### src/rtl/ilc_pkg.sv
// Shared types and constants for the settings-file line classifier.
package ilc_pkg;

    localparam int FIELD_W = 11;

    typedef logic [FIELD_W-1:0] field_t;

    localparam logic [2:0] PH_LEAD  = 3'd0;
    localparam logic [2:0] PH_SECT  = 3'd1;
    localparam logic [2:0] PH_KEY   = 3'd2;
    localparam logic [2:0] PH_VLEAD = 3'd3;
    localparam logic [2:0] PH_VAL   = 3'd4;
    localparam logic [2:0] PH_DONE  = 3'd5;

    localparam logic [1:0] KIND_SECTION = 2'd0;
    localparam logic [1:0] KIND_KV      = 2'd1;
    localparam logic [1:0] KIND_EMPTY   = 2'd2;

    localparam logic [7:0] CH_NUL    = 8'h00;
    localparam logic [7:0] CH_TAB    = 8'h09;
    localparam logic [7:0] CH_LF     = 8'h0A;
    localparam logic [7:0] CH_CR     = 8'h0D;
    localparam logic [7:0] CH_SPACE  = 8'h20;
    localparam logic [7:0] CH_SEMI   = 8'h3B;
    localparam logic [7:0] CH_EQUALS = 8'h3D;
    localparam logic [7:0] CH_LBRACK = 8'h5B;
    localparam logic [7:0] CH_RBRACK = 8'h5D;

    typedef struct packed {
        field_t     value_stop;
        field_t     value_first;
        field_t     name_stop;
        field_t     name_first;
        logic [1:0] line_kind;
    } result_t;

endpackage

### src/rtl/ini_line_classifier.sv
// Top level of the settings-file line classifier: phase machine and result buffer.
//
// Accepts one character beat per cycle with no gaps while s_tready is high, and the
// result of a line is registered when its tlast beat is accepted. The phase machine
// and position counters update in the cycle a beat is accepted; a two-entry
// output buffer keeps the input side taking beats while a result waits, and
// s_tready drops only when both entries are full. Positions count from zero,
// saturate at LINE_SIZE-1 and are reported in 11 bits.
module ini_line_classifier #(
    parameter int LINE_SIZE = 2048
) (
    input  logic        aclk,
    input  logic        aresetn,
    // tdata: char_code[7:0]; tlast: line_end
    input  logic        s_tvalid,
    output logic        s_tready,
    input  logic [7:0]  s_tdata,
    input  logic        s_tlast,
    // tdata: name_first[10:0], name_stop[21:11], value_first[32:22],
    //        value_stop[43:33], zero fill[47:44]
    output logic        m_tvalid,
    input  logic        m_tready,
    output logic [47:0] m_tdata,
    // tuser: line_kind[1:0]
    output logic [1:0]  m_tuser
);
    import ilc_pkg::*;

    localparam int POS_W = $clog2(LINE_SIZE);
    localparam logic [POS_W-1:0] POS_MAX = POS_W'(LINE_SIZE - 1);

    logic [2:0]       phase_reg, phase_next;
    logic [POS_W-1:0] pos_reg, pos_next;
    logic [POS_W-1:0] start_reg, start_next;
    logic [POS_W-1:0] solid_reg, solid_next;
    logic [POS_W-1:0] eq_reg, eq_next;
    logic [POS_W-1:0] vbeg_reg, vbeg_next;
    logic [POS_W-1:0] vend_reg, vend_next;
    logic [1:0]       kind_reg, kind_next;

    logic [POS_W-1:0] pos_inc;
    logic [POS_W-1:0] solid_inc;
    logic             is_blank;
    logic             is_term;
    logic             accept;
    logic             push;
    logic             pop;
    result_t          res;

    logic    main_valid_reg;
    logic    skid_valid_reg;
    result_t main_reg;
    result_t skid_reg;

    assign accept = s_tvalid && s_tready;
    assign push   = accept && s_tlast;
    assign pop    = main_valid_reg && m_tready;

    assign pos_inc   = (pos_reg == POS_MAX) ? pos_reg : pos_reg + POS_W'(1);
    assign is_blank  = (s_tdata == CH_SPACE) || ((s_tdata >= CH_TAB) && (s_tdata <= CH_CR));
    assign is_term   = (s_tdata == CH_NUL) || (s_tdata == CH_CR) || (s_tdata == CH_LF);

    always_comb begin
        phase_next = phase_reg;
        start_next = start_reg;
        solid_next = solid_reg;
        eq_next    = eq_reg;
        vbeg_next  = vbeg_reg;
        vend_next  = vend_reg;
        kind_next  = kind_reg;
        pos_next   = pos_inc;
        case (phase_reg)
            PH_LEAD: begin
                if ((s_tdata == CH_NUL) || (s_tdata == CH_SEMI)) begin
                    phase_next = PH_DONE;
                end else if (is_blank) begin
                    phase_next = PH_LEAD;
                end else if (s_tdata == CH_LBRACK) begin
                    start_next = pos_inc;
                    phase_next = PH_SECT;
                end else begin
                    start_next = pos_reg;
                    solid_next = pos_reg;
                    phase_next = PH_KEY;
                end
            end
            PH_SECT: begin
                if (is_term) begin
                    phase_next = PH_DONE;
                end else if (s_tdata == CH_RBRACK) begin
                    eq_next    = pos_reg;
                    kind_next  = KIND_SECTION;
                    phase_next = PH_DONE;
                end
            end
            PH_KEY: begin
                if (is_term) begin
                    phase_next = PH_DONE;
                end else if (s_tdata == CH_EQUALS) begin
                    eq_next    = pos_reg;
                    vbeg_next  = pos_inc;
                    vend_next  = pos_inc;
                    kind_next  = KIND_KV;
                    phase_next = PH_VLEAD;
                end else if (!is_blank) begin
                    solid_next = pos_reg;
                end
            end
            PH_VLEAD: begin
                if (is_term) begin
                    phase_next = PH_DONE;
                end else if (!is_blank) begin
                    vbeg_next  = pos_reg;
                    vend_next  = pos_inc;
                    phase_next = PH_VAL;
                end
            end
            PH_VAL: begin
                if (is_term) begin
                    phase_next = PH_DONE;
                end else if (!is_blank) begin
                    vend_next = pos_inc;
                end
            end
            default: begin
                phase_next = phase_reg;
            end
        endcase
    end

    assign solid_inc = (solid_next == POS_MAX) ? solid_next : solid_next + POS_W'(1);

    logic [31:0] start_w, eq_w, solid_w, vbeg_w, vend_w;
    assign start_w = 32'(start_next);
    assign eq_w    = 32'(eq_next);
    assign solid_w = 32'(solid_inc);
    assign vbeg_w  = 32'(vbeg_next);
    assign vend_w  = 32'(vend_next);

    always_comb begin
        res.line_kind   = kind_next;
        res.name_first  = '0;
        res.name_stop   = '0;
        res.value_first = '0;
        res.value_stop  = '0;
        case (kind_next)
            KIND_SECTION: begin
                res.name_first = start_w[FIELD_W-1:0];
                res.name_stop  = eq_w[FIELD_W-1:0];
            end
            KIND_KV: begin
                res.name_first  = start_w[FIELD_W-1:0];
                res.name_stop   = solid_w[FIELD_W-1:0];
                res.value_first = vbeg_w[FIELD_W-1:0];
                res.value_stop  = vend_w[FIELD_W-1:0];
            end
            default: begin
                res.name_first = '0;
            end
        endcase
    end

    // advance the line state; return to reset after the last beat of a line
    always_ff @(posedge aclk) begin
        if (!aresetn || push) begin
            phase_reg <= PH_LEAD;
            pos_reg   <= '0;
            start_reg <= '0;
            solid_reg <= '0;
            eq_reg    <= '0;
            vbeg_reg  <= '0;
            vend_reg  <= '0;
            kind_reg  <= KIND_EMPTY;
        end else if (accept) begin
            phase_reg <= phase_next;
            pos_reg   <= pos_next;
            start_reg <= start_next;
            solid_reg <= solid_next;
            eq_reg    <= eq_next;
            vbeg_reg  <= vbeg_next;
            vend_reg  <= vend_next;
            kind_reg  <= kind_next;
        end
    end

    assign s_tready = !skid_valid_reg;

    // hold a result in the skid entry while the main entry is stalled
    always_ff @(posedge aclk) begin
        if (!aresetn) begin
            main_valid_reg <= 1'b0;
            skid_valid_reg <= 1'b0;
        end else if (skid_valid_reg) begin
            if (pop) begin
                skid_valid_reg <= 1'b0;
            end
        end else if (push) begin
            if (!main_valid_reg || pop) begin
                main_valid_reg <= 1'b1;
            end else begin
                skid_valid_reg <= 1'b1;
            end
        end else if (pop) begin
            main_valid_reg <= 1'b0;
        end
    end

    always_ff @(posedge aclk) begin
        if (skid_valid_reg) begin
            if (pop) begin
                main_reg <= skid_reg;
            end
        end else if (push) begin
            if (!main_valid_reg || pop) begin
                main_reg <= res;
            end else begin
                skid_reg <= res;
            end
        end
    end

    assign m_tvalid = main_valid_reg;
    assign m_tuser  = main_reg.line_kind;
    assign m_tdata  = {4'b0000, main_reg.value_stop, main_reg.value_first,
                       main_reg.name_stop, main_reg.name_first};

endmodule

### config.mk
export PLATFORM = sky130hd
export DESIGN_NAME = ini_line_classifier
export DESIGN_NICKNAME = d
export VERILOG_FILES = /design/src/rtl/ilc_pkg.sv /design/src/rtl/ini_line_classifier.sv
export SDC_FILE = /design/constraint.sdc
export NUM_CORES = 1
export LEC_CHECK = 0
export CAP_MARGIN = 20
export CORE_MARGIN = 3
export CORE_UTILIZATION = 64
export CTS_CLUSTER_DIAMETER = 50
export DETAILED_ROUTE_END_ITERATION = 7
export DONT_BUFFER_PORTS = 1
export PLACE_DENSITY = 0.8
export SLEW_MARGIN = 30
export SYNTH_ARGS = -nofsm -noshare
export SYNTH_HDL_FRONTEND = slang
export SYNTH_SLANG_ARGS = --single-unit
### constraint.sdc
create_clock -name aclk -period 6.7 [get_ports aclk]
set_input_delay 1.675 -clock aclk [delete_from_list [all_inputs] [get_ports aclk]]
set_output_delay 1.675 -clock aclk [all_outputs]
set_load 0.05 [all_outputs]
# --- Word-level counts from Yosys, hierarchy flattened ---
# Index checks and enable logic that the tools add are counted.
classes:
  addsub: 2
  magnitude_cmp: 2
  n_eq_ne: 20
  mux: 58
  n_bitwise: 2
  n_reduce_logical: 26
op_table:
  columns: ["operator", "count"]
  rows:
  - ["$mux W11", 25]
  - ["$mux W46", 4]
  - ["$pmux W11 S2", 5]
  - ["$eq A8 B6 Y1 const B", 3]
  - ["$mux W3", 8]
  - ["$add A11 B1 Y11 const B", 2]
  - ["$eq A11 B11 Y1 const B", 2]
  - ["$mux W22", 1]
  - ["$eq A8 B4 Y1 const B", 2]
  - ["$eq A8 B7 Y1 const B", 2]
  - ["$pmux W3 S5", 1]
  - ["$mux W2", 6]
  - ["$ne A3 B3 Y1 const B", 3]
  - ["$reduce_and A3 Y1", 3]
  - ["$ge A8 B4 Y1 const B", 1]
  - ["$le A8 B4 Y1 const B", 1]
  - ["$logic_not A8 Y1", 1]
  - ["$mux W1", 7]
  - ["$eq A3 B2 Y1 const B", 2]
  - ["$logic_or A1 B1 Y1", 6]
  - ["$reduce_and A6 Y1", 1]
  - ["$reduce_bool A2 Y1", 3]
  - ["$reduce_bool A5 Y1", 1]
  - ["$logic_and A1 B1 Y1", 4]
  - ["other kinds (11)", 16]
totals:
  reg_bits: 165
  in_bits: 13
  output_inout_bits: 52
  elab_cells: 130

# --- Longest topological paths before layout ---
logic_depth:
  ltp_word: 13
  depth_mapped: 16
  ltp_nobuf: 13

# --- Worst setup path after synthesis ---
# Ideal clock, no wire load.
synth_path:
  path_kind: "input to register"
  from: "input s_tdata[3]"
  to: "register main_reg, in the netlist m_tdata[17] (data pin)"
  setup_time_ns: 0.260
  t_arrival_ns: 5.269
  t_required_ns: 6.440
  setup_slack_ns: 1.171
  path_stages: 14
  path_buffers: 3
  cell_sequence: "buf_2 -> or4_1 -> o22a_1 -> and3_1 -> buf_6 -> a32oi_4 -> buf_2 -> mux2_2 -> ha_1 -> and4_1 -> and4_1 -> mux2_2 -> o31a_1 -> mux2_2"
synth_lines:
  columns: ["item", "line_no", "source"]
  rows:
  - ["start: declaration", "ini_line_classifier.sv:17", "input logic [7:0] s_tdata,"]
  - ["end signal: assignment", "ini_line_classifier.sv:211", "main_reg <= skid_reg;"]
  - ["end signal: assignment", "ini_line_classifier.sv:215", "main_reg <= res;"]
  - ["end: declaration", "ini_line_classifier.sv:52", "result_t main_reg;"]

# --- Final worst setup path ---
layout_path:
  from: "input s_tdata[7]"
  to: "register main_reg, in the netlist m_tdata[11] (data pin)"
layout_via:
  elab_chain_cells: 13
  elab_cells_between_ends: 41
  cone_classes: "1 x add/sub; 2 x order compare; 9 x eq/ne; 22 x mux; 7 x reduce/logical"
layout_rtl:
  columns: ["item", "line_no", "source"]
  rows:
  - ["$ge A8 B4 Y1 or $le A8 B4 Y1 (tied branches)", "ini_line_classifier.sv:60", "assign is_blank = (s_tdata == CH_SPACE) || ((s_tdata >= CH_TAB) && (s_tdata <= CH_CR));"]
  - ["$logic_and A1 B1 Y1", "ini_line_classifier.sv:60", null]
  - ["$logic_or A1 B1 Y1", "ini_line_classifier.sv:60", null]
  - ["$mux W11", "ini_line_classifier.sv:105", "end else if (!is_blank) begin"]
  - ["$mux W11", "ini_line_classifier.sv:99", "end else if (s_tdata == CH_EQUALS) begin"]
  - ["$mux W11", "ini_line_classifier.sv:97", "if (is_term) begin"]
  - ["$pmux W11 S2 (*)", "ini_line_classifier.sv:72", "case (phase_reg)"]
  - ["net solid_next[0]", "ini_line_classifier.sv:35", "logic [POS_W-1:0] solid_reg, solid_next;"]
  - ["$add A11 B1 Y11 or $eq A11 B11 Y1 (tied branches)", "ini_line_classifier.sv:131", "assign solid_inc = (solid_next == POS_MAX) ? solid_next : solid_next + POS_W'(1);"]
  - ["$mux W11 (*)", "ini_line_classifier.sv:131", null]
  - ["$pmux W11 S2 (*)", "ini_line_classifier.sv:146", "case (kind_next)"]
  - ["$mux W46 (*)", "ini_line_classifier.sv:214", "if (!main_valid_reg || pop) begin"]
  - ["$mux W46 (*)", "ini_line_classifier.sv:213", "end else if (push) begin"]
  - ["$mux W46 (*)", "ini_line_classifier.sv:209", "if (skid_valid_reg) begin"]
# The timed path passes the listed nets; every way through them passes the cells marked *. The select of a mux whose other input is x is not followed.
# A chain may end at the register's enable or synchronous reset.

==> results.sh <==
export IMPL_status="finished, final reports clean"
export IMPL_cts_resized=0
export IMPL_syn_cell_area_sq_um=8350
export IMPL_tns_ps=0
export IMPL_worstMarginPinSlew_ps=991
export IMPL_syn_avg_cell_area_sq_um=9.53
export IMPL_grt_pass1_vias=6329
export IMPL_seqCellArea_sq_um=4220
export IMPL_cp_end_kind="flip-flop"
export IMPL_drive_gt1_share_pct=9.23
export IMPL_totalWireLength_microns=21600
export IMPL_insertion_delay_ps=420
export IMPL_grt_pass1_wl_microns=34400
export IMPL_antenna_found_initial=0
export IMPL_yosysTopAreaCellShare_pct=33.1
export IMPL_reg2reg_from="phase_reg[0]"
export IMPL_synth_common_cells="114 x nand2_1, 112 x nor2_1, 92 x edfxtp_1, 73 x dfxtp_1, 64 x a21oi_1"
export IMPL_gp_congestion=0.940
export IMPL_fmax_mhz=196
export IMPL_dr_pass1_iters=5
export IMPL_die_h_microns=120
export IMPL_endpoint="m_tdata[11]"
export IMPL_critPathMaxFanout=9
export IMPL_rr_worst_depth=7
export IMPL_synth_seq_cells=165
export IMPL_yosysTopAreaCell="edfxtp_1"
export IMPL_clockRootBuffer="clkbuf_16"
export IMPL_maxCapViolCount=0
export IMPL_dp_slack_ps=1150
export IMPL_path_common_cell="mux2_2"
export IMPL_grtUsageTotal_pct=30.6
export IMPL_ys_warn_count=0
export IMPL_ys_seq_area_share_pct=50.6
export IMPL_cp_start_kind="input port"
export IMPL_largest_reg_flops=46
export IMPL_hold_path_class="reg2reg"
export IMPL_drt_initial_drc_count=861
export IMPL_path_cells="or4_1 -> o22a_1 -> and3_1 -> a32oi_4 -> mux2_2 -> ha_1 -> nand2_1 -> nor4_1 -> mux2_2 -> xor2_1 -> o221ai_1"
export IMPL_postRouteAntennaNets=0
export IMPL_core_sq_um=12700
export IMPL_fin_area_sq_um=8930
export IMPL_ys_types=76
export IMPL_finalNetCount=847
export IMPL_synth_ff_type="edfxtp_1"
export IMPL_die_width_microns=120
export IMPL_skew_ps=8.91
export IMPL_dp_hpwl_microns=14700
export IMPL_startpoint="s_tdata[7]"
export IMPL_die_area_sq_um=14400
export IMPL_synth_edf_count=92
export IMPL_async_flop_share_pct=0
export IMPL_fin_crit_sh_pct=76.3
export IMPL_vdd_drop_max_mv=0.149
export IMPL_io_buffer_count=0
export IMPL_gr_total_overflow=0
export IMPL_setup_viol_count_final=0
export IMPL_clkTransAtPathRegs_ps=70
export IMPL_relSlewSlack_pct=33.1
export IMPL_routed_via_density=6.63
export IMPL_period_needed_ps=5110
export IMPL_syn_to_final_growth_pct=6.99
export IMPL_postLayoutSetupSlackWorst_ps=1590
export IMPL_multiInputGateArea_sq_um=3780
export IMPL_vias=6738
export IMPL_antennaDiodeCount=0
export IMPL_p_leak_nw=2.93
export IMPL_hold_buffers=0
export IMPL_cts_buffers=17
export IMPL_final_hold_violation_count=0
export IMPL_grt_start_max_net_pins=63
export IMPL_post_dp_cell_area_sq_um=8330
export IMPL_nFillCells=960
export IMPL_core_rowCount=41
export IMPL_p_per_area_nw_per_um2=266
export IMPL_dp_cells=985
export IMPL_cts_path_max_buffers=2
export IMPL_ios=65
export IMPL_cp_required_ps=6840
export IMPL_start_util_pct=65.9
export IMPL_post_cts_buffers=0
export IMPL_reg2reg_slack_ps=2500
export IMPL_cts_sinks=165
export IMPL_slew_viol_final=0
export IMPL_min_from="eq_reg[4]"
export IMPL_drcViolationCount=0
export IMPL_layout_cells_non_filler=1017
export IMPL_rsz0062_at_grt="no"
export IMPL_postSynthCellCount=876
export IMPL_slowest_delay_ps=670
export IMPL_critical_path_class="in2reg"
export IMPL_synthTopCellsByArea="edfxtp_1 33%, dfxtp_1 18%, nand2_1 5.1%"
export IMPL_synth_most_common_cell="nand2_1"
export IMPL_htreeDepth=4
export IMPL_avgRoutedWirePerCell_microns=21.2
export IMPL_rr_endpoint="m_tdata[13]"
export IMPL_arrival_ps=5250
export IMPL_cpMaxStageDelayCell="nor4_1"
export IMPL_cts_tree="yes"
-- worst max-delay path, delay by kind of cell --
family,cells,cell delay [ps]
AOI/OAI and AO/OA,3,720
xor gates and xnor gates,1,220
adders and majority gates,1,280
muxes,2,630
and+or+nand+nor,4,1720
-- how the worst min path moves through the flow --
| stage | end | slack (ps) | cells past startpoint |
|---|---|---|---|
| 2_1_floorplan | eq_reg[10] | 430 | 2 |
| 3_3_place_gp | eq_reg[10] | 440 | 2 |
| 3_5_place_dp | eq_reg[9] | 440 | 2 |
| 4_1_cts | eq_reg[9] | 450 | 2 |
| 5_1_grt | eq_reg[9] | 470 | 2 |
| 6_report | eq_reg[4] | 450 | 2 |
-- per-stage QoR --
stage          util [%]  power (mW)  hold WS, ps
6_report           70.5        2.38          454
5_1_grt            70.5        2.45          468
4_1_cts            70.5        2.37          452
3_5_place_dp       65.7        1.39          443
3_3_place_gp       65.6        1.38          436
2_1_floorplan         -        1.35          427
-- cells by family after synthesis --
family                     after synthesis  synth area share [%]
other                                    1                0.0449
muxes                                   59                  7.44
AOI/OAI and AO/OA                      201                  16.1
adders and majority gates                2                 0.300
and+or+nand+nor                        342                  19.1
buffers and inverters                   89                  4.63
DFF                                    165                  50.6
xor gates and xnor gates                17                  1.78
-- layer usage --
layer  GRT usage [%]  vias to the layer above  share of wire (%)
met5               0                        -                  0
met4            10.6                        0                2.4
met3            7.86                       43                9.5
met2            46.5                      360                 46
met1            42.9                     3264                 42
li1                -                     3071                  -
-- layout by cell type, fill, tap and decap left out, types with 7 or more instances in the layout --
| master | netlist | layout |
|---|---|---|
| dfxtp_1 | 73 | 73 |
| and4_1 | 7 | 7 |
| xnor2_1 | 10 | 10 |
| a211oi_1 | 18 | 18 |
| inv_1 | 14 | 14 |
| nand2_1 | 114 | 113 |
| o21ai_0 | 46 | 46 |
| nor2_1 | 112 | 111 |
| mux2_2 | 20 | 20 |
| mux2i_1 | 38 | 38 |
| edfxtp_1 | 92 | 92 |
| nand2b_1 | 7 | 7 |
| clkbuf_16 | 0 | 17 |
| nand4_1 | 8 | 8 |
| a21oi_1 | 64 | 63 |
| xor2_1 | 7 | 7 |
| nand3_1 | 33 | 33 |
| nor3_1 | 12 | 12 |
| o22ai_1 | 10 | 10 |
| o31ai_1 | 9 | 9 |
| buf_4 | 4 | 7 |
| and2_1 | 7 | 7 |
-- area by class of cell --
type,count,area share [%]
Clock buffer,18,4.81
Clock inverter,14,1.92
Inverter,16,0.673
Multi-Input combinational cell,625,42.3
Sequential cell,165,47.3
Tap cell,172,2.41
Timing Repair Buffer,7,0.588
-- power by group --
group / internal, mW / switching (mW) / total, mW
clock: 0.592 / 0.408 / 1.00
sequential: 1.09 / 0.0661 / 1.16
combinational: 0.0669 / 0.151 / 0.218
total: 1.75 / 0.626 / 2.38
Note: power is estimated with default switching activity, not from simulation.
